## src/rtl/jsu_pkg.sv

```systemverilog
// Shared types, codes and helpers for the JSON string unescape block.
`default_nettype none
package jsu_pkg;

  localparam int LINE_BITS_DEF = 16;
  localparam int LINE_OUT_W    = 16;
  localparam int UNIT_W        = 16;
  localparam int ERR_W         = 3;
  localparam int MODE_W        = 2;

  // Decoder modes.
  localparam logic [MODE_W-1:0] MODE_WAIT = 2'd0;
  localparam logic [MODE_W-1:0] MODE_BODY = 2'd1;
  localparam logic [MODE_W-1:0] MODE_ESC  = 2'd2;
  localparam logic [MODE_W-1:0] MODE_HEX  = 2'd3;

  // Error codes.
  localparam logic [ERR_W-1:0] ERR_NONE     = 3'd0;
  localparam logic [ERR_W-1:0] ERR_NO_OPEN  = 3'd1;
  localparam logic [ERR_W-1:0] ERR_NO_CLOSE = 3'd2;
  localparam logic [ERR_W-1:0] ERR_BAD_HEX  = 3'd3;
  localparam logic [ERR_W-1:0] ERR_BAD_ESC  = 3'd4;

  // Code units of interest.
  localparam logic [UNIT_W-1:0] CU_QUOTE   = 16'h0022;
  localparam logic [UNIT_W-1:0] CU_BSLASH  = 16'h005C;
  localparam logic [UNIT_W-1:0] CU_SLASH   = 16'h002F;
  localparam logic [UNIT_W-1:0] CU_LF      = 16'h000A;
  localparam logic [UNIT_W-1:0] CU_CR      = 16'h000D;
  localparam logic [UNIT_W-1:0] CU_TAB     = 16'h0009;
  localparam logic [UNIT_W-1:0] CU_BS      = 16'h0008;
  localparam logic [UNIT_W-1:0] CU_FF      = 16'h000C;
  localparam logic [UNIT_W-1:0] CU_LOW_B   = 16'h0062;
  localparam logic [UNIT_W-1:0] CU_LOW_F   = 16'h0066;
  localparam logic [UNIT_W-1:0] CU_LOW_N   = 16'h006E;
  localparam logic [UNIT_W-1:0] CU_LOW_R   = 16'h0072;
  localparam logic [UNIT_W-1:0] CU_LOW_T   = 16'h0074;
  localparam logic [UNIT_W-1:0] CU_LOW_U   = 16'h0075;

  typedef struct packed {
    logic              char_valid;
    logic [UNIT_W-1:0] decoded_char;
    logic              string_done;
    logic [ERR_W-1:0]  error_code;
  } jsu_result_t;

  typedef struct packed {
    logic       ok;
    logic [3:0] val;
  } jsu_hex_t;

  // Hex digit of either case; ok is low for anything else.
  function automatic jsu_hex_t hex_digit(input logic [UNIT_W-1:0] u);
    jsu_hex_t h;
    h.ok  = 1'b1;
    h.val = 4'd0;
    if (u >= 16'h0030 && u <= 16'h0039) begin
      h.val = u[3:0];
    end else if ((u >= 16'h0061 && u <= 16'h0066) || (u >= 16'h0041 && u <= 16'h0046)) begin
      h.val = u[3:0] + 4'd9;
    end else begin
      h.ok = 1'b0;
    end
    return h;
  endfunction

endpackage
`default_nettype wire

```

## src/rtl/jsu_line_cnt.sv

```systemverilog
// Saturating line counter, reported after each transaction's update.
`default_nettype none
module jsu_line_cnt
  import jsu_pkg::*;
#(
  parameter int LINE_BITS = LINE_BITS_DEF
) (
  input  wire logic                  clk,
  input  wire logic                  rst_n,
  input  wire logic                  inc,
  output logic [LINE_OUT_W-1:0]      line_o
);

  logic [LINE_BITS-1:0] cnt_r, cnt_nxt;

  always_comb begin
    cnt_nxt = cnt_r;
    if (inc && cnt_r != {LINE_BITS{1'b1}}) begin
      cnt_nxt = cnt_r + 1'b1;
    end
  end

  always_ff @(posedge clk) begin
    if (!rst_n) begin
      cnt_r <= LINE_BITS'(1);
    end else begin
      cnt_r <= cnt_nxt;
    end
  end

  // A counter wider than the report clamps at the report's maximum.
  generate
    if (LINE_BITS > LINE_OUT_W) begin : g_clamp
      assign line_o = (|cnt_nxt[LINE_BITS-1:LINE_OUT_W]) ? {LINE_OUT_W{1'b1}}
                                                          : cnt_nxt[LINE_OUT_W-1:0];
    end else begin : g_ext
      assign line_o = LINE_OUT_W'(cnt_nxt);
    end
  endgenerate

endmodule
`default_nettype wire

```

## src/rtl/jsu_decode.sv

```systemverilog
// Unescape state and per-unit decode logic.
`default_nettype none
module jsu_decode
  import jsu_pkg::*;
(
  input  wire logic              clk,
  input  wire logic              rst_n,
  input  wire logic              advance,
  input  wire logic [UNIT_W-1:0] unit,
  input  wire logic              at_end,
  output jsu_result_t            res
);

  logic [MODE_W-1:0] mode_r, mode_nxt;
  logic [1:0]        hex_cnt_r, hex_cnt_nxt;
  logic [UNIT_W-1:0] hex_acc_r, hex_acc_nxt;
  logic [UNIT_W-1:0] eff_unit;
  logic [UNIT_W-1:0] acc_shift;
  jsu_hex_t          hx;

  // A missing unit after a backslash or inside hex digits reads as zero.
  assign eff_unit  = at_end ? '0 : unit;
  assign hx        = hex_digit(eff_unit);
  assign acc_shift = {hex_acc_r[UNIT_W-5:0], hx.val};

  always_comb begin
    res         = '0;
    mode_nxt    = mode_r;
    hex_cnt_nxt = hex_cnt_r;
    hex_acc_nxt = hex_acc_r;
    case (mode_r)
      MODE_WAIT: begin
        if (!at_end && unit == CU_QUOTE) begin
          mode_nxt = MODE_BODY;
        end else begin
          res.error_code = ERR_NO_OPEN;
        end
      end
      MODE_BODY: begin
        if (at_end) begin
          res.error_code = ERR_NO_CLOSE;
        end else if (unit == CU_QUOTE) begin
          res.string_done = 1'b1;
          mode_nxt        = MODE_WAIT;
        end else if (unit == CU_BSLASH) begin
          mode_nxt = MODE_ESC;
        end else begin
          res.char_valid   = 1'b1;
          res.decoded_char = unit;
        end
      end
      MODE_ESC: begin
        mode_nxt       = MODE_BODY;
        res.char_valid = 1'b1;
        case (eff_unit)
          CU_QUOTE:  res.decoded_char = CU_QUOTE;
          CU_BSLASH: res.decoded_char = CU_BSLASH;
          CU_SLASH:  res.decoded_char = CU_SLASH;
          CU_LOW_B:  res.decoded_char = CU_BS;
          CU_LOW_F:  res.decoded_char = CU_FF;
          CU_LOW_N:  res.decoded_char = CU_LF;
          CU_LOW_R:  res.decoded_char = CU_CR;
          CU_LOW_T:  res.decoded_char = CU_TAB;
          CU_LOW_U: begin
            res.char_valid = 1'b0;
            mode_nxt       = MODE_HEX;
            hex_cnt_nxt    = 2'd0;
            hex_acc_nxt    = '0;
          end
          default: begin
            res.char_valid = 1'b0;
            res.error_code = ERR_BAD_ESC;
          end
        endcase
      end
      default: begin
        if (!hx.ok) begin
          res.error_code = ERR_BAD_HEX;
        end else if (hex_cnt_r == 2'd3) begin
          res.char_valid   = 1'b1;
          res.decoded_char = acc_shift;
          hex_cnt_nxt      = 2'd0;
          hex_acc_nxt      = '0;
          mode_nxt         = MODE_BODY;
        end else begin
          hex_acc_nxt = acc_shift;
          hex_cnt_nxt = hex_cnt_r + 2'd1;
        end
      end
    endcase
    if (res.error_code != ERR_NONE) begin
      mode_nxt    = MODE_WAIT;
      hex_cnt_nxt = 2'd0;
      hex_acc_nxt = '0;
    end
  end

  always_ff @(posedge clk) begin
    if (!rst_n) begin
      mode_r    <= MODE_WAIT;
      hex_cnt_r <= 2'd0;
      hex_acc_r <= '0;
    end else if (advance) begin
      mode_r    <= mode_nxt;
      hex_cnt_r <= hex_cnt_nxt;
      hex_acc_r <= hex_acc_nxt;
    end
  end

endmodule
`default_nettype wire

```

## src/rtl/json_string_unescape_core.sv

```systemverilog
// JSON string unescape: one UTF-16 code unit per unstalled cycle, each decoded.
// Input channel: in_valid / in_stall carry in_code_unit and in_at_end. A
// transaction is taken at a rising edge with in_valid high and in_stall low.
// Every input transaction gives exactly one output transaction on out_valid /
// out_stall: a decoded unit (out_char_valid), a closing quote (out_string_done),
// an error code, and the line number after that unit.
// The unit lands in the input register at the accepting edge; its result goes to
// the output register, raising out_valid, if that register is empty or unstalled.
// Throughput is one unit per cycle while out_stall is low, set by the single
// decode step between the two registers that also updates the mode and hex state.
// When the receiver stalls, the result holds in the output register; one more
// unit waits in the input register and in_stall rises only once both are full.
// Synchronous reset (rst_n low) empties both registers, returns the decoder to
// waiting for an opening quote with cleared hex state, and sets the line
// count to one.
`default_nettype none
module json_string_unescape_core
  import jsu_pkg::*;
#(
  parameter int LINE_BITS = LINE_BITS_DEF
) (
  input  wire logic                  clk,
  input  wire logic                  rst_n,
  input  wire logic                  in_valid,
  output logic                       in_stall,
  input  wire logic [UNIT_W-1:0]     in_code_unit,
  input  wire logic                  in_at_end,
  output logic                       out_valid,
  input  wire logic                  out_stall,
  output logic                       out_char_valid,
  output logic [UNIT_W-1:0]          out_decoded_char,
  output logic                       out_string_done,
  output logic [ERR_W-1:0]           out_error_code,
  output logic [LINE_OUT_W-1:0]      out_line_number
);

  logic              in_v_r, in_v_nxt;
  logic [UNIT_W-1:0] unit_r;
  logic              end_r;
  logic              out_v_r, out_v_nxt;
  jsu_result_t       res_r, res;
  logic [LINE_OUT_W-1:0] line_r, line_val;
  logic              advance;
  logic              load;

  assign advance  = in_v_r && (!out_v_r || !out_stall);
  assign in_stall = in_v_r && !advance;
  assign load     = in_valid && !in_stall;

  assign in_v_nxt  = load || (in_v_r && !advance);
  assign out_v_nxt = advance || (out_v_r && out_stall);

  jsu_decode u_decode (
    .clk     (clk),
    .rst_n   (rst_n),
    .advance (advance),
    .unit    (unit_r),
    .at_end  (end_r),
    .res     (res)
  );

  jsu_line_cnt #(
    .LINE_BITS (LINE_BITS)
  ) u_line_cnt (
    .clk    (clk),
    .rst_n  (rst_n),
    .inc    (advance && !end_r && unit_r == CU_LF),
    .line_o (line_val)
  );

  always_ff @(posedge clk) begin
    if (!rst_n) begin
      in_v_r  <= 1'b0;
      out_v_r <= 1'b0;
    end else begin
      in_v_r  <= in_v_nxt;
      out_v_r <= out_v_nxt;
    end
  end

  always_ff @(posedge clk) begin
    if (load) begin
      unit_r <= in_code_unit;
      end_r  <= in_at_end;
    end
    if (advance) begin
      res_r  <= res;
      line_r <= line_val;
    end
  end

  assign out_valid        = out_v_r;
  assign out_char_valid   = res_r.char_valid;
  assign out_decoded_char = res_r.decoded_char;
  assign out_string_done  = res_r.string_done;
  assign out_error_code   = res_r.error_code;
  assign out_line_number  = line_r;

`ifndef SYNTHESIS
  a_stall_needs_item: assert property (@(posedge clk) disable iff (!rst_n)
    in_stall |-> in_v_r)
    else $error("input stalled with an empty input register");

  a_advance_fills_out: assert property (@(posedge clk) disable iff (!rst_n)
    advance |=> out_v_r)
    else $error("decoded unit did not reach the output register");

  a_no_overwrite: assert property (@(posedge clk) disable iff (!rst_n)
    (out_v_r && out_stall) |-> !advance)
    else $error("stalled result overwritten");

  a_error_exclusive: assert property (@(posedge clk) disable iff (!rst_n)
    (out_v_r && res_r.error_code != ERR_NONE) |-> (!res_r.char_valid && !res_r.string_done))
    else $error("error result also carries a unit or a closing quote");
`endif

endmodule
`default_nettype wire

```

## config.mk

```make
export PLATFORM = sky130hd
export DESIGN_NAME = json_string_unescape_core
export DESIGN_NICKNAME = d
export VERILOG_FILES = /design/src/rtl/jsu_pkg.sv /design/src/rtl/jsu_line_cnt.sv /design/src/rtl/jsu_decode.sv /design/src/rtl/json_string_unescape_core.sv
export SDC_FILE = /design/constraint.sdc
export NUM_CORES = 1
export LEC_CHECK = 0
export BUFFER_PORTS_ARGS = -buffer_cell sky130_fd_sc_hd__buf_2
export CORE_ASPECT_RATIO = 2
export CORE_UTILIZATION = 62
export CTS_CLUSTER_DIAMETER = 30
export CTS_CLUSTER_SIZE = 40
export DETAILED_ROUTE_END_ITERATION = 10
export PLACE_DENSITY = 0.85
export RECOVER_POWER = 100
export SYNTH_ARGS = -nofsm -noshare
export SYNTH_HDL_FRONTEND = slang
export SYNTH_HIERARCHICAL = 1
export SYNTH_SLANG_ARGS = --single-unit
export TNS_END_PERCENT = 50
```

## constraint.sdc

```tcl
create_clock -name clk -period 12.45 [get_ports clk]
set_input_delay 2.49 -clock clk [delete_from_list [all_inputs] [get_ports clk]]
set_output_delay 2.49 -clock clk [all_outputs]
set_load 0.01 [all_outputs]
```

## Word-level counts from Yosys, hierarchy flattened

Cells that the tools add are included.

- Input port bits: 21
- Register bits: 88
- Logic and storage cells: 114

- $add $sub $neg: 3
- Multiplexer cells: 39
- Magnitude comparators: 6
- Reduce and logical (&&, ||, !) cells: 31
- Bitwise gates (word level): 1
- Equal/unequal tests: 21

Operators with widths:

| operator | count |
|---|---|
| equality test 16 x 7 -> 1 bit (second input constant) | 8 |
| 2-to-1 mux 17 bit | 4 |
| one-hot mux 7 bit (8 select lines) | 1 |
| one-hot mux 17 bit (3 select lines) | 1 |
| equality test 16 x 6 -> 1 bit (second input constant) | 3 |
| 2-to-1 mux 12 bit | 4 |
| greater-or-equal comparator 16 x 7 -> 1 bit (second input constant) | 2 |
| less-or-equal comparator 16 x 7 -> 1 bit (second input constant) | 2 |
| 2-to-1 mux 16 bit | 2 |
| 2-to-1 mux 2 bit | 14 |
| one-hot mux 12 bit (2 select lines) | 1 |
| 2-to-1 mux 18 bit | 1 |
| adder 16 x 1 -> 16 bit (second input constant) | 1 |
| equality test 16 x 4 -> 1 bit (second input constant) | 1 |
| greater-or-equal comparator 16 x 6 -> 1 bit (second input constant) | 1 |
| less-or-equal comparator 16 x 6 -> 1 bit (second input constant) | 1 |
| inequality test 16 bit (second input constant) | 1 |
| logical AND 1 bit | 11 |
| nonzero test 5 bit | 2 |
| one-hot mux 3 bit (3 select lines) | 1 |
| OR reduction 9 bit | 1 |
| 2-to-1 mux 4 bit | 2 |
| OR reduction 8 bit | 1 |
| inequality test 3 x 2 -> 1 bit (second input constant) | 2 |
| 19 further kinds | 33 |

## Logic depth before layout (Yosys ltp)

Gate-level depths: netlist of the first run.

- Word-level depth: 11
- Gate-level depth with buffers: 15
- Mapped depth without buffers: 12

## By module

The synthesis of the first run kept the hierarchy.

By module, submodules not included:

| module | times used | cells each | area an instance (µm²) |
|---|---|---|---|
| json_string_unescape_core | 1 | 70 | 1760.4 |
| jsu_decode | 1 | 231 | 1700.4 |
| jsu_line_cnt | 1 | 99 | 859.6 |

## Worst setup path after synthesis of the first run

OpenSTA, ideal clock, no wires.

- Path kind: in2reg
- Start: in out_stall
- End: reg line_r[13] (netlist: out_line_number[13]), data pin
- Data required time: 12.170 ns
- Setup slack: 6.516 ns
- Setup time: 0.280 ns
- Stages on the path: 7
- Path buffers: 1
- Arrival time: 5.654 ns
- Path through: a21boi_1 nand2_1 nor2_1 o41ai_4 buf_6 nor4_1 xor2_1

- Longest elaborated chain between the ends: 7

Ends and longest elaborated chain:

| what | RTL line | text |
|---|---|---|
| start: declaration | json_string_unescape_core.sv:29 | `input wire logic out_stall,` |
| logical NOT 1 bit | json_string_unescape_core.sv:46 | `assign advance = in_v_r && (!out_v_r \|\| !out_stall);` |
| logical OR 1 bit | json_string_unescape_core.sv:46 |  |
| logical AND 1 bit | json_string_unescape_core.sv:46 |  |
| logical AND 1 bit (2 in series) | json_string_unescape_core.sv:67 | `.inc (advance && !end_r && unit_r == CU_LF),` |
| logical AND 1 bit | jsu_line_cnt.sv:18 | `if (inc && cnt_r != {LINE_BITS{1'b1}}) begin` |
| 2-to-1 mux 16 bit | jsu_line_cnt.sv:18 |  |
| net line_val[13] | json_string_unescape_core.sv:42 | `logic [LINE_OUT_W-1:0] line_r, line_val;` |
| end signal: assignment | json_string_unescape_core.sv:88 | `line_r <= line_val;` |
| end: declaration | json_string_unescape_core.sv:42 |  |

The timed path passes the listed nets, and every way through them passes these cells.
A chain may end at the register's enable or synchronous reset.

## Worst setup path after layout of the first run

- Start: in out_stall
- End: reg line_r[15] (netlist: out_line_number[15]), data pin

- Longest elaborated chain between the ends: 7

Ends and longest elaborated chain:

| what | RTL line | text |
|---|---|---|
| logical NOT 1 bit | json_string_unescape_core.sv:46 |  |
| logical OR 1 bit | json_string_unescape_core.sv:46 |  |
| logical AND 1 bit | json_string_unescape_core.sv:46 |  |
| net advance | json_string_unescape_core.sv:43 | `logic advance;` |
| logical AND 1 bit (2 in series) | json_string_unescape_core.sv:67 |  |
| logical AND 1 bit | jsu_line_cnt.sv:18 |  |
| 2-to-1 mux 16 bit | jsu_line_cnt.sv:18 |  |
| net line_val[15] | json_string_unescape_core.sv:42 |  |

The timed path passes the listed nets, and every way through them passes these cells.

==> impl_metrics.env, run 1 <==
export IMPL_grtUsageTotal=0.322
export IMPL_areaGrowthSynthToFinish_pct=13.4
export IMPL_nFillCells=490
export IMPL_worstPathArrival_ns=6.16
export IMPL_synth_top_area_frac=0.375
export IMPL_die_x_um=61.0
export IMPL_final_nets=490
export IMPL_internal_power_w=0.000487
export IMPL_crit_path_start_kind="primary input"
export IMPL_cts_sinks=88
export IMPL_layout_cells_non_filler=551
export IMPL_utilization=0.734
export IMPL_cts_resized=0
export IMPL_wl_per_cell_um=19.9
export IMPL_relSlewSlack=-1.02
export IMPL_status="complete, but fails checks"
export IMPL_cts_setup_buffers=0
export IMPL_dp_cells=535
export IMPL_drc_errors=0
export IMPL_clkLatencyLatePin_ns=0.34
export IMPL_cp_end_kind="flop"
export IMPL_failed_checks="capacitance limit, slew limit"
export IMPL_pwr_share_clk=0.436
export IMPL_ys_async_sr_fraction=0
export IMPL_path_clk_slew_ns=0.07
export IMPL_synth_top_cell_by_area="edfxtp_1"
export IMPL_antenna_found_initial=0
export IMPL_tightest_slew_ns=2.99
export IMPL_setup_viol=0
export IMPL_power_density_nw_per_um2=129
export IMPL_synthFlopType="edfxtp_1"
export IMPL_synth_edf_count=54
export IMPL_hp_class="flop to flop"
export IMPL_maxCapViolCount=2
export IMPL_drive_gt1_frac=0.130
export IMPL_start_util=0.647
export IMPL_pwr_share_comb=0.047
export IMPL_slew_viol_final=67
export IMPL_cts_buffer_depth=2
export IMPL_post_dp_hpwl_mm=7.69
export IMPL_fmax_ghz=0.164
export IMPL_setup_tns_ns=0
export IMPL_syn_cell_area_um2=4320
export IMPL_hold_viol=0
export IMPL_holdWs_ns=0.501
export IMPL_finClkSkew_ns=0.00800
export IMPL_fp_dieH_um=120
export IMPL_cts_hold_buf=0
export IMPL_diodes=0
export IMPL_critical_path_class="primary input to flop"
export IMPL_p_sw_w=0.000144
export IMPL_grt_max_degree=47
export IMPL_die_area_um2=7330
export IMPL_ios=60
export IMPL_worstPathMaxFanout=46
export IMPL_detail_route_wirelength_mm=11.0
export IMPL_vias=3621
export IMPL_ant_nets=0
export IMPL_yosysUniqueCellTypes=71
export IMPL_firstDrtPassIters=5
export IMPL_synth_area_leaders="edfxtp_1, dfxtp_1, nand2_1, a22o_1, ha_1"
export IMPL_grt_pass1_wl_mm=17.0
export IMPL_clockRootBuffer="clkbuf_16"
export IMPL_viasPerCell=6.57
export IMPL_cts_inserted_buffers=9
export IMPL_fin_crit_sh=0.490
export IMPL_cts_tree="built"
export IMPL_ys_warn_count=6
export IMPL_power_frac_seq=0.517
export IMPL_layout_min_cycle_time_ns=6.11
export IMPL_syn_inst=400
export IMPL_ys_ff_latch=88
export IMPL_h_tree_depth=3
export IMPL_drtIter0Drc=317
export IMPL_port_buffers=59
export IMPL_rsz0062_at_grt="false"
export IMPL_irDropWorstVdd_mv=0.133
export IMPL_synth_nets=432
export IMPL_grt_overflow=0
export IMPL_first_global_vias=3598
export IMPL_worst_endpoint_required_ns=12.51
export IMPL_syn_avg_cell_area_um2=10.8
export IMPL_power_leakage_nw=1.83
export IMPL_place_congestion=0.974
export IMPL_sw_frac_of_total=0.228
export IMPL_synth_seq_area_share=0.533
export IMPL_num_rows=42
export IMPL_dpl_cell_area_um2=4670
export IMPL_final_area_um2=4900
export IMPL_core_area_um2=6670
==> synthesized netlist by cell type (4+ instances only) <==
cell	n
nand2_1	58
edfxtp_1	54
dfxtp_1	34
o21ai_0	21
a22o_1	20
a21oi_1	19
nor2_1	14
inv_1	13
nand3_1	13
ha_1	11
and3_1	9
o31ai_1	9
nand4_1	7
nor2b_1	7
nor3_1	7
clkbuf_1	6
or4_1	6
and2_1	5
nor4_1	5
buf_2	4
or3_1	4
==> cell usage in the layout, fill, tap and decap left out, types with 3 or more instances in the layout <==
cell type	n
nand4_1	7
a21oi_1	19
or3_1	4
inv_1	13
nand2_1	58
or4_4	3
o21a_1	3
o31ai_1	9
buf_2	18
xnor2_1	3
nor2b_1	7
ha_1	11
o21ai_0	21
nor4_1	5
a22o_1	20
edfxtp_1	54
nor3_1	7
nor4_2	3
nor2_1	14
nand3_1	13
dfxtp_1	34
and2_0	3
nand2b_1	3
or4_1	6
clkbuf_1	44
and3_1	9
clkbuf_16	9
==> layout make-up <==
type,instances,area [µm²],share of cell area
inverter,13,48.8,0.00996
timing repair buffer,62,255,0.0521
clock inverter,7,85.1,0.0174
multi-input combinational,284,1870,0.382
sequential,88,2300,0.470
tap,88,110,0.0225
clock buffer,9,225,0.0460
==> worst paths after layout <==
kind                                            start                                   to  slack (ns)  depth (start not counted)
setup / recovery                            out_stall        out_line_number[15]$_DFFE_PP_        6.34                          8
hold reg to reg   u_decode/hex_acc_r[10]$_SDFFE_PN0P_  u_decode/hex_acc_r[10]$_SDFFE_PN0P_        0.50                          1
setup reg to reg                    in_v_r$_SDFF_PN0_        out_line_number[15]$_DFFE_PP_        8.23                          7
hold / removal    u_decode/hex_acc_r[10]$_SDFFE_PN0P_  u_decode/hex_acc_r[10]$_SDFFE_PN0P_        0.50                          1
==> sequential cells by signal, summed over array words and instances, names as in the netlist, 2 cells and up <==
name and count:
u_decode/hex_cnt_r 2, unit_r 16, out_line_number 16, u_decode/hex_acc_r 12, out_error_code 3, u_decode/mode_r 2, u_line_cnt/cnt_r 16, out_decoded_char 16
==> metrics by stage <==
step           total power [W]  worst slack, ns
5_1_grt               0.000651             6.11
6_report              0.000631             6.34
4_1_cts               0.000633             7.01
3_3_place_gp          0.000362             7.03
3_5_place_dp          0.000362             7.01
2_1_floorplan         0.000348             6.52
==> metal layers <==
metal / wire, µm / global-route usage / part of all wire
met5: 0 / 0 / 0
met4: 769 / 0.243 / 0.070
met3: 486 / 0.0560 / 0.044
met2: 6080 / 0.570 / 0.55
met1: 3640 / 0.304 / 0.33
==> worst max-delay path, cell delays in order <==
cell	delay [ns]
clkbuf_1	0.12
a21boi_4	0.13
clkbuf_1	1.69
nand2_1	0.16
nor2_1	0.29
o41ai_1	0.50
nor4_1	0.66
xor2_1	0.12
==> power groups by stage <==
stage | clock [W] | combinational (W) | sequential [W]
floorplan | 0 | 0.0000171 | 0.000331
global placement | 0 | 0.0000299 | 0.000332
detailed placement | 0 | 0.0000306 | 0.000332
CTS | 0.000277 | 0.0000308 | 0.000326
global route | 0.000291 | 0.0000320 | 0.000328
finish | 0.000275 | 0.0000295 | 0.000327
==> cells by family after synthesis <==
logic type,Yosys count,share of synthesized area
simple gates,167,0.220
mux,4,0.00985
fa+ha+maj,11,0.0319
xor+xnor,5,0.0101
buf+inv,28,0.0321
compound gates,97,0.164
flops,88,0.533
Power figures use the tool's default switching activity.
==> run 2, diff against run 1 <==
--- a/config.mk
+++ b/config.mk
@@ -7,11 +7,11 @@
 export LEC_CHECK = 0
 export BUFFER_PORTS_ARGS = -buffer_cell sky130_fd_sc_hd__buf_2
 export CORE_ASPECT_RATIO = 2
-export CORE_UTILIZATION = 62
+export CORE_UTILIZATION = 57
 export CTS_CLUSTER_DIAMETER = 30
 export CTS_CLUSTER_SIZE = 40
 export DETAILED_ROUTE_END_ITERATION = 10
-export PLACE_DENSITY = 0.85
+export PLACE_DENSITY = 0.79
 export RECOVER_POWER = 100
 export SYNTH_ARGS = -nofsm -noshare
 export SYNTH_HDL_FRONTEND = slang
==> constraint.sdc (replaced) <==
create_clock -name clk -period 5.9 [get_ports clk]
set_input_delay 1.18 -clock clk [delete_from_list [all_inputs] [get_ports clk]]
set_output_delay 1.18 -clock clk [all_outputs]
set_load 0.01 [all_outputs]
==> impl_metrics.env, run 2 (same netlist as run 1, synthesis figures left out) <==
export IMPL_final_nets=490
export IMPL_path_clk_slew_ns=0.07
export IMPL_nFillCells=593
export IMPL_internal_power_w=0.00107
export IMPL_firstDrtPassIters=5
export IMPL_power_leakage_nw=1.84
export IMPL_layout_min_cycle_time_ns=3.77
export IMPL_vias=3525
export IMPL_dpl_cell_area_um2=4670
export IMPL_drc_errors=0
export IMPL_hold_viol=0
export IMPL_start_util=0.590
export IMPL_first_global_vias=3454
export IMPL_relSlewSlack=-0.755
export IMPL_grt_max_degree=47
export IMPL_areaGrowthSynthToFinish_pct=13.8
export IMPL_maxCapViolCount=1
export IMPL_worstPathArrival_ns=3.83
export IMPL_grt_overflow=0
export IMPL_cts_setup_buffers=0
export IMPL_r2r_cells=5
export IMPL_critical_path_class="flop to flop"
export IMPL_fp_dieH_um=125
export IMPL_tightest_slew_ns=2.60
export IMPL_slowest_stage="o41ai_1"
export IMPL_wl_per_cell_um=18.1
export IMPL_power_frac_seq=0.505
export IMPL_cp_cell_sequence="ha_1 > nand3_1 > o41ai_1 > nor4_1 > xor2_1"
export IMPL_cts_buffer_depth=2
export IMPL_port_buffers=59
export IMPL_r2r_end="out_line_number[13]$_DFFE_PP_"
export IMPL_viasPerCell=6.35
export IMPL_worstPathMaxFanout=19
export IMPL_pwr_share_clk=0.450
export IMPL_final_cell_mix="nand2_1, edfxtp_1, clkbuf_1"
export IMPL_post_dp_hpwl_mm=7.35
export IMPL_sw_frac_of_total=0.218
export IMPL_hp_class="flop to flop"
export IMPL_diodes=0
export IMPL_final_common_cell="nand2_1"
export IMPL_ant_nets=0
export IMPL_cts_sinks=88
export IMPL_drtIter0Drc=286
export IMPL_failed_checks="capacitance limit, slew limit"
export IMPL_cts_tree="built"
export IMPL_rsz0062_at_grt="false"
export IMPL_cts_inserted_buffers=9
export IMPL_critPathMaxStageDelay_ns=2.10
export IMPL_grtUsageTotal=0.267
export IMPL_pwr_share_comb=0.045
export IMPL_timing_rr_start="u_line_cnt/cnt_r[0]$_SDFF_PN1_"
export IMPL_die_area_um2=7950
export IMPL_core_area_um2=7320
export IMPL_fmax_ghz=0.265
export IMPL_timing_reg2reg_setup_slack_ns=2.13
export IMPL_cp_end_kind="flop"
export IMPL_clockRootBuffer="clkbuf_16"
export IMPL_detail_route_wirelength_mm=10.0
export IMPL_num_rows=44
export IMPL_cts_hold_buf=0
export IMPL_antenna_found_initial=0
export IMPL_power_density_nw_per_um2=277
export IMPL_ios=60
export IMPL_worst_endpoint_required_ns=5.96
export IMPL_clkLatencyLatePin_ns=0.34
export IMPL_cts_resized=0
export IMPL_setup_viol=0
export IMPL_fin_crit_sh=0.640
export IMPL_status="complete, but fails checks"
export IMPL_slew_viol_final=20
export IMPL_crit_path_start_kind="flop"
export IMPL_grt_pass1_wl_mm=16.2
export IMPL_die_x_um=63.6
export IMPL_place_congestion=0.992
export IMPL_drive_gt1_frac=0.134
export IMPL_worstSetupStartpoint="u_line_cnt/cnt_r[0]$_SDFF_PN1_"
export IMPL_irDropWorstVdd_mv=0.264
export IMPL_p_sw_w=0.000297
export IMPL_h_tree_depth=3
export IMPL_final_area_um2=4920
export IMPL_cp_endpoint="out_line_number[13]$_DFFE_PP_"
export IMPL_finClkSkew_ns=0.00995
export IMPL_setup_tns_ns=0
[run 2: cell types whose count changed in the layout (fill, tap and decap cells not counted), moves of 2 or more]
cell | before | now
and2_1 | 2 | 4
and2_0 | 3 | 1
clkbuf_1 | 44 | 42
buf_4 | 0 | 2
[run 2: worst max-delay path: cells and delay by family (launching register included)]
kind | cells | cell delay, ns
adders and majority gates | 1 | 0.24
DFF | 1 | 0.39
AOI/OAI and AO/OA | 1 | 2.10
and+or+nand+nor | 2 | 0.50
xor gates and xnor gates | 1 | 0.27
[run 2: power by group through the flow]
stage / combinational (W) / sequential, W / clock, W
after floorplan: 0.0000360 / 0.000698 / 0
after CTS: 0.0000644 / 0.000687 / 0.000628
final: 0.0000612 / 0.000688 / 0.000614
after global placement: 0.0000630 / 0.000700 / 0
after global routing: 0.0000673 / 0.000689 / 0.000649
after detailed placement: 0.0000642 / 0.000700 / 0
[run 2: worst min-delay path by stage]
stage | startpoint | endpoint | slack, ns | depth (start not counted)
2_1_floorplan | u_decode/hex_acc_r[10]$_SDFFE_PN0P_ | u_decode/hex_acc_r[10]$_SDFFE_PN0P_ | 0.45 | 1
3_3_place_gp | u_decode/hex_acc_r[9]$_SDFFE_PN0P_ | u_decode/hex_acc_r[9]$_SDFFE_PN0P_ | 0.47 | 1
3_5_place_dp | u_decode/hex_acc_r[9]$_SDFFE_PN0P_ | u_decode/hex_acc_r[9]$_SDFFE_PN0P_ | 0.46 | 1
4_1_cts | u_decode/hex_acc_r[11]$_SDFFE_PN0P_ | u_decode/hex_acc_r[11]$_SDFFE_PN0P_ | 0.49 | 1
5_1_grt | u_decode/hex_acc_r[11]$_SDFFE_PN0P_ | u_decode/hex_acc_r[11]$_SDFFE_PN0P_ | 0.51 | 1
6_report | u_decode/hex_acc_r[10]$_SDFFE_PN0P_ | u_decode/hex_acc_r[10]$_SDFFE_PN0P_ | 0.48 | 1
[run 2: area by class of cell]
class | count | area, µm² | share of cell area
clock inverter | 7 | 101 | 0.0206
tap | 92 | 115 | 0.0234
multi-input combinational | 284 | 1860 | 0.378
sequential | 88 | 2300 | 0.468
timing repair buffer | 62 | 263 | 0.0534
clock buffer | 9 | 225 | 0.0458
inverter | 13 | 48.8 | 0.00993
[run 2: routing by layer]
| layer | part of all wire | global-route usage |
|---|---|---|
| met1 | 0.34 | 0.244 |
| met2 | 0.56 | 0.497 |
| met3 | 0.042 | 0.0520 |
| met4 | 0.063 | 0.197 |
| met5 | 0 | 0 |
[run 2: per-stage QoR]
stage / hold slack (ns) / setup slack (ns) / std cells / total power [W] / utilization
global route: 0.514 / 1.78 / 555 / 0.00141 / 0.671
global placement: 0.467 / 2.51 / 539 / 0.000763 / 0.638
CTS: 0.490 / 2.43 / 555 / 0.00138 / 0.683
finish: 0.485 / 2.13 / 555 / 0.00136 / 0.671
floorplan: 0.450 / 1.28 / 400 / 0.000734 / -
detailed placement: 0.465 / 2.38 / 539 / 0.000764 / 0.638
==> run 3, diff against run 2 <==
==> constraint.sdc (replaced) <==
create_clock -name clk -period 3.5 [get_ports clk]
set_input_delay 0.7 -clock clk [delete_from_list [all_inputs] [get_ports clk]]
set_output_delay 0.7 -clock clk [all_outputs]
set_load 0.01 [all_outputs]
==> impl_metrics.env, run 3 (same netlist as run 1, synthesis figures left out) <==
export IMPL_place_congestion=0.912
export IMPL_clkLatencyLatePin_ns=0.34
export IMPL_antenna_found_initial=0
export IMPL_grtUsageTotal=0.281
export IMPL_hold_viol=0
export IMPL_path_clk_slew_ns=0.06
export IMPL_cp_top_family="simple AND/OR/NAND/NOR gates"
export IMPL_whs_path_depth=1
export IMPL_grt_overflow=0
export IMPL_worstPathMaxFanout=13
export IMPL_detail_route_wirelength_mm=10.7
export IMPL_first_global_vias=3455
export IMPL_crit_path_start_kind="flop"
export IMPL_status="complete, but fails checks"
export IMPL_cp_cell_sequence="or4_1 > or2_0 > or4_4 > nand4_2 > o21ai_2 > o21ai_0 > a31o_1 > mux2_2"
export IMPL_ant_nets=0
export IMPL_wl_per_cell_um=19.0
export IMPL_ios=60
export IMPL_drc_errors=0
export IMPL_layout_min_cycle_time_ns=3.36
export IMPL_cts_setup_buffers=0
export IMPL_layout_cells_non_filler=562
export IMPL_cts_sinks=88
export IMPL_die_x_um=63.6
export IMPL_fin_crit_sh=0.960
export IMPL_die_area_um2=7950
export IMPL_fmax_ghz=0.298
export IMPL_grt_max_degree=46
export IMPL_nFillCells=594
export IMPL_critical_path_class="flop to flop"
export IMPL_clockRootBuffer="clkbuf_16"
export IMPL_cts_resized=0
export IMPL_r2r_cells=8
export IMPL_cp_end_kind="flop"
export IMPL_relSlewSlack=-0.122
export IMPL_slowest_stage="or4_1"
export IMPL_crit_cells=8
export IMPL_core_area_um2=7320
export IMPL_cts_inserted_buffers=9
export IMPL_worst_endpoint_required_ns=3.77
export IMPL_dp_cells=546
export IMPL_grt_pass1_wl_mm=16.7
export IMPL_hp_class="flop to flop"
export IMPL_final_nets=497
export IMPL_final_common_cell="nand2_1"
export IMPL_vias=3491
export IMPL_tightest_slew_ns=1.66
export IMPL_start_util=0.590
export IMPL_firstDrtPassIters=5
export IMPL_cts_tree="built"
export IMPL_power_density_nw_per_um2=453
export IMPL_cts_buffer_depth=2
export IMPL_num_rows=44
export IMPL_failed_checks="capacitance limit, slew limit"
export IMPL_setup_viol=0
export IMPL_crit_buf_inv=0
export IMPL_irDropWorstVdd_mv=0.431
export IMPL_power_leakage_nw=1.86
export IMPL_critPathMaxStageDelay_ns=0.69
export IMPL_h_tree_depth=3
export IMPL_fp_dieH_um=125
export IMPL_worstPathArrival_ns=3.63
export IMPL_areaGrowthSynthToFinish_pct=14.4
export IMPL_diodes=0
export IMPL_timing_reg2reg_setup_slack_ns=0.14
export IMPL_cts_hold_buf=0
export IMPL_drtIter0Drc=215
export IMPL_finClkSkew_ns=0.0111
export IMPL_final_cell_mix="nand2_1, edfxtp_1, clkbuf_1"
export IMPL_setup_tns_ns=0
export IMPL_maxCapViolCount=1
export IMPL_rsz0062_at_grt="false"
export IMPL_drive_gt1_frac=0.145
export IMPL_slew_viol_final=20
export IMPL_post_dp_hpwl_mm=7.94
export IMPL_port_buffers=59
export IMPL_viasPerCell=6.21
[run 3: cell type report]
type                       instances  area [µm²]  area share
multi-input combinational        284        1850       0.374
clock buffer                       9         225      0.0456
sequential                        88        2300       0.466
tap                               92         115      0.0233
inverter                          13        48.8     0.00987
timing repair buffer              69         315      0.0638
clock inverter                     7        88.8      0.0180
[run 3: final timing paths]
check / from / endpoint
worst max-delay path: unit_r[8]$_DFFE_PP_ / u_decode/hex_cnt_r[0]$_SDFFE_PN0P_
worst min-delay path: u_decode/hex_acc_r[9]$_SDFFE_PN0P_ / u_decode/hex_acc_r[9]$_SDFFE_PN0P_
worst max register to register: unit_r[8]$_DFFE_PP_ / u_decode/hex_cnt_r[0]$_SDFFE_PN0P_
worst min register to register: u_decode/hex_acc_r[9]$_SDFFE_PN0P_ / u_decode/hex_acc_r[9]$_SDFFE_PN0P_
[run 3: where the power goes]
| group | leakage [nW] | internal (W) | total (W) | switching, W |
|---|---|---|---|---|
| Clock | 0.150 | 0.000568 | 0.000975 | 0.000408 |
| Combinational | 0.928 | 0.0000373 | 0.000113 | 0.0000754 |
| Sequential | 0.779 | 0.00113 | 0.00115 | 0.0000232 |
| Total | 1.86 | 0.00173 | 0.00224 | 0.000506 |
[run 3: metal layers]
layer / up-vias / wire length, µm / global-route usage
met2: 142 / 5770 / 0.524
li1: 1647 / - / -
met5: - / 0 / 0
met3: 48 / 421 / 0.0456
met4: 0 / 758 / 0.223
met1: 1654 / 3710 / 0.256
[run 3: metrics by stage]
stage	setup slack [ns]	total power, W	hold slack, ns	util	cell area [µm²]
2_1_floorplan	0.111	0.00124	0.450	-	4320
3_3_place_gp	0.370	0.00129	0.468	0.646	4730
3_5_place_dp	0.304	0.00129	0.467	0.646	4730
4_1_cts	0.309	0.00227	0.487	0.688	5040
5_1_grt	0.0294	0.00231	0.517	0.675	4940
6_report	0.140	0.00224	0.490	0.675	4940
